### config.mk
export PLATFORM = sky130hd
export DESIGN_NAME = rar_div
export DESIGN_NICKNAME = d
export VERILOG_FILES = /design/src/hw/rtl/rar_pkg.sv /design/src/hw/rtl/rar_div.sv
export SDC_FILE = /design/constraint.sdc
export NUM_CORES = 1
export LEC_CHECK = 0
export BUFFER_PORTS_ARGS = -buffer_cell sky130_fd_sc_hd__buf_2
export CORE_UTILIZATION = 35
export CTS_CLUSTER_SIZE = 16
export DETAILED_ROUTE_END_ITERATION = 16
export PLACE_DENSITY = 0.6
export SLEW_MARGIN = 25
export SYNTH_ARGS = -nofsm -noshare
export SYNTH_HDL_FRONTEND = slang
export SYNTH_SLANG_ARGS = --single-unit
### constraint.sdc
create_clock -name clk -period 2.73 [get_ports clk]
set_input_delay 0 -clock clk [delete_from_list [all_inputs] [get_ports clk]]
set_output_delay 0 -clock clk [all_outputs]
set_load 0.01 [all_outputs]
### src/hw/rtl/rar_pkg.sv
// shared types and codes for the rational arithmetic reduce unit
`default_nettype none
package rar_pkg;
    localparam logic [1:0] OP_ADD = 2'd0;
    localparam logic [1:0] OP_SUB = 2'd1;
    localparam logic [1:0] OP_DIV = 2'd2;
    localparam logic [1:0] OP_POW = 2'd3;

    localparam logic [1:0] ST_OK    = 2'd0;
    localparam logic [1:0] ST_ZERO  = 2'd1;
    localparam logic [1:0] ST_OVFL  = 2'd2;

    // divider request / response between sequencer and shared divider
    typedef struct packed {
        logic        start;
        logic [32:0] dividend;
        logic [32:0] divisor;
    } div_req_t;

    typedef struct packed {
        logic        done;
        logic [32:0] quot;
        logic [32:0] rem;
    } div_rsp_t;
endpackage
`default_nettype wire

### src/hw/rtl/rar_div.sv
// shared restoring divider, one quotient bit per cycle
`default_nettype none
module rar_div (
    input  wire logic             clk,
    input  wire logic             rst_n,
    input  wire rar_pkg::div_req_t req,
    output rar_pkg::div_rsp_t     rsp
);
    import rar_pkg::*;

    logic [32:0] rem_reg, rem_next;
    logic [32:0] quo_reg, quo_next;
    logic [32:0] dsr_reg, dsr_next;
    logic [5:0]  cnt_reg, cnt_next;
    logic        busy_reg, busy_next;
    logic        done_reg, done_next;
    logic [33:0] trial;

    always_comb
    begin
        rem_next  = rem_reg;
        quo_next  = quo_reg;
        dsr_next  = dsr_reg;
        cnt_next  = cnt_reg;
        busy_next = busy_reg;
        done_next = 1'b0;
        trial     = {rem_reg, quo_reg[32]} - {1'b0, dsr_reg};
        if (req.start)
        begin
            rem_next  = '0;
            quo_next  = req.dividend;
            dsr_next  = req.divisor;
            cnt_next  = 6'd33;
            busy_next = 1'b1;
        end
        else if (busy_reg)
        begin
            if (!trial[33])
            begin
                rem_next = trial[32:0];
                quo_next = {quo_reg[31:0], 1'b1};
            end
            else
            begin
                rem_next = {rem_reg[31:0], quo_reg[32]};
                quo_next = {quo_reg[31:0], 1'b0};
            end
            cnt_next = cnt_reg - 6'd1;
            if (cnt_reg == 6'd1)
            begin
                busy_next = 1'b0;
                done_next = 1'b1;
            end
        end
    end

    always_ff @(posedge clk or negedge rst_n)
    begin
        if (!rst_n)
        begin
            busy_reg <= 1'b0;
            done_reg <= 1'b0;
            cnt_reg  <= '0;
        end
        else
        begin
            busy_reg <= busy_next;
            done_reg <= done_next;
            cnt_reg  <= cnt_next;
        end
    end

    always_ff @(posedge clk)
    begin
        rem_reg <= rem_next;
        quo_reg <= quo_next;
        dsr_reg <= dsr_next;
    end

    assign rsp.done = done_reg;
    assign rsp.quot = quo_reg;
    assign rsp.rem  = rem_reg;
endmodule
`default_nettype wire

==> qor.yml <==
timing:
  tns_ns: -0.521
  setup_ws_ns: -0.0589
  setup_violations: 16
  max_freq_mhz: 359
  final_max_slew_viol_count: 0
  tightest_slew_ns: 0.498
  fin_hold_ws_ns: 0.0615
  min_period_ns: 2.79
  rsz0062_at_grt: "true"
  clock_skew_ns: 0.0116
  relSlewSlack: 0.668
  period_share: 1.02
  hold_viol: 0
finish:
  layout-drive-gt1-share: 0.420
  syn_to_final_growth_pct: 50.7
  multi_input_area_um2: 3420
  nFillCells: 1523
  final_util: 0.546
  seq_area_um2: 2840
  antennaDiodeCount: 0
  final_nets: 983
synthesis:
  yosysSeqAreaShare: 0.466
  synth_mux_area_frac: 0.0845
  synth_cells: 587
  synth_top_family_by_area: "compound AO/OA/AOI/OAI gates"
  synth-edff-count: 66
  synth_compound_area_frac: 0.155
  yosys_warnings: 0
  yosys-top-cells-area: "edfxtp_1 (33%), dfxtp_1 (11%), ha_1 (7.2%)"
  async_flop_share: 0.0748
  synth_area_um2: 6100
  avgSynthCellArea_um2: 10.4
  ys_ff_latch: 107
  yosys.area_share.simple: 0.124
  synth.most_common_cell: "edfxtp_1"
  synth_xor_area_frac: 0.0474
  synth_top_cell_by_area: "edfxtp_1"
  synth_top_cells_by_count: "edfxtp_1 (66), nor2_1 (51), inv_1 (42)"
  synth-adder-area-share: 0.0751
  synth_cell_types: 65
  synth_ff_type: "edfxtp_1"
  synth.top_cell.area_share: 0.325
  syn_nets: 692
floorplanning:
  start_util: 0.363
  die_width_um: 134
  die_h_um: 134
  io_pins: 136
  design.core.area_um2: 16800
  dieArea_um2: 18000
  core.rowCount: 47
cts:
  cts_buffers: 9
  clkLatencyLatePin_ns: 0.36
  path_clk_slew_ns: 0.08
  cts.sinks: 107
  cts_buffer_depth: 2
  h-tree-depth: 3
  cts_root_buf: "clkbuf_16"
  cts_tree: "done"
route:
  first_pass_iters: 5
  wl_per_cell_um: 16.4
  final_antenna_net_count: 0
  wirelength_um: 18100
  wl_met1_um: 8240
  routed-wl-met3_um: 923
  wl_met2_um: 8750
  drc_errors: 0
  maxUsedRoutingLayer: "met4"
  viasPerCell: 5.09
  num_vias: 5619
  drtIter0Drc: 386
setup_path:
  crit_path_end_kind: "flip-flop"
  required_ns: 2.97
  startpoint_type: "flip-flop"
  critPathArrivalTime_ns: 3.03
  worstPathMaxFanout: 5
  critPathKind: "reg -> reg"
grt:
  grt_pass1_wl_um: 28500
  grt_use_total: 0.200
  grt_max_degree: 41
  grt_pass1_vias: 5729
  antenna_found_initial: 0
  grt_overflow: 0
pwr:
  ir_drop_uv: 507
  powerDensity_nw_per_um2: 630
  power.leakage_nw: 4.04
status:
  status: "finished, violations left"
  violations: "setup timing"
placed_design:
  place_congestion: 0.851
  portBuffers: 135
  hpwl_um: 12500
job:
  cap_violations: 0
min_path:
  hold_class: "in -> reg"
-- worst paths after layout --
path	from	end	slack [ns]	depth (start not counted)
max	dsr_reg[6]	rem_reg[14]	-0.06	12
min	req[66]	rem_reg[14]	0.06	2
max reg2reg	dsr_reg[6]	rem_reg[14]	-0.06	12
min reg2reg	rem_reg[0]	rem_reg[0]	0.52	2
max in group asynchronous	rst_n	cnt_reg[4]	1.88	3
min in group asynchronous	rst_n	cnt_reg[3]	0.60	3
-- worst max-delay path: stages (launching register included) --
cell and delay [ns]:
edfxtp_1 0.40, inv_2 0.08, ha_4 0.21, a21oi_2 0.17
o21ai_1 0.14, a311oi_4 0.31, buf_4 0.18, nor4b_4 0.04
o311a_1 0.38, and3b_2 0.28, mux2_4 0.31, mux2i_1 0.13
nor2_1 0.05
-- cells in the final DEF (no fill, tap or decap), drive strengths merged, types with 3 or more instances in the layout --
cell and instances:
dfrtp 8, o21ai 32, xnor2 17, a32oi 4, nand3 10, a311oi 3
and3 9, mux2 33, nor3b 3, mux2i 14, nor3 12, a21o 6
clkbuf 9, or3 5, edfxtp 66, a211oi 22, buf 237, dfxtp 33
o21a 4, nor2 51, dlygate4sd3 68, a21oi 39, inv 47, o211ai 6
and2 4, a41oi 6, xor2 16, nand2 37, nor2b 5, nand2b 8
ha 35
-- where the power goes --
| group | leakage, nW | internal [mW] | switching, mW |
|---|---|---|---|
| Sequential | 1.04 | 2.00 | 0.167 |
| Clock | 0.152 | 0.665 | 0.704 |
| Combinational | 2.85 | 1.11 | 1.14 |
| Total | 4.04 | 3.78 | 2.02 |
-- kinds of logic (layout without fill, tap and decap cells) --
family / after synthesis / in the layout
DFF: 107 / 107
adders and majority gates: 36 / 36
and+or+nand+nor: 155 / 155
buffers and inverters: 67 / 363
xor gates and xnor gates: 33 / 33
AOI/OAI and AO/OA: 142 / 142
muxes: 47 / 47
-- timing repair --
| action | CTS | global route |
|---|---|---|
| endpoints found under the setup margin | 31 | 34 |
| pin swaps | 22 | 23 |
| hold buffers | 68 | 0 |
| endpoints found under the hold margin | 74 | 0 |
| cloned | 0 | 2 |
| buffers inserted | 7 | 5 |
| gates resized for setup | 36 | 77 |
-- final cells by class --
| class | instances | share of cell area |
|---|---|---|
| multi-input cells | 413 | 0.372 |
| flip-flops and latches | 107 | 0.309 |
| repair buffers | 305 | 0.237 |
| clock buffers | 9 | 0.0245 |
| inverters | 42 | 0.0172 |
| well taps | 220 | 0.0300 |
| clock inverters | 7 | 0.00939 |
-- metrics by stage --
stage	power (mW)	instance area, um2	setup slack [ns]	std cells
after floorplan	3.29	6140	0.00365	587
after global placement	4.04	7620	-0.152	1005
after detailed placement	4.09	7620	-0.151	1005
after CTS	5.65	8830	-0.0355	1096
after global routing	6.11	9190	-0.207	1103
final	5.79	9190	-0.0589	1103
-- per-layer routing --
layer  vias to the layer above  GRT usage
li1                       2723          -
met1                      2723      0.258
met2                       157      0.336
met3                        16     0.0461
met4                         0     0.0505
met5                         -          0
No activity file was read; power rests on OpenSTA's default activity.
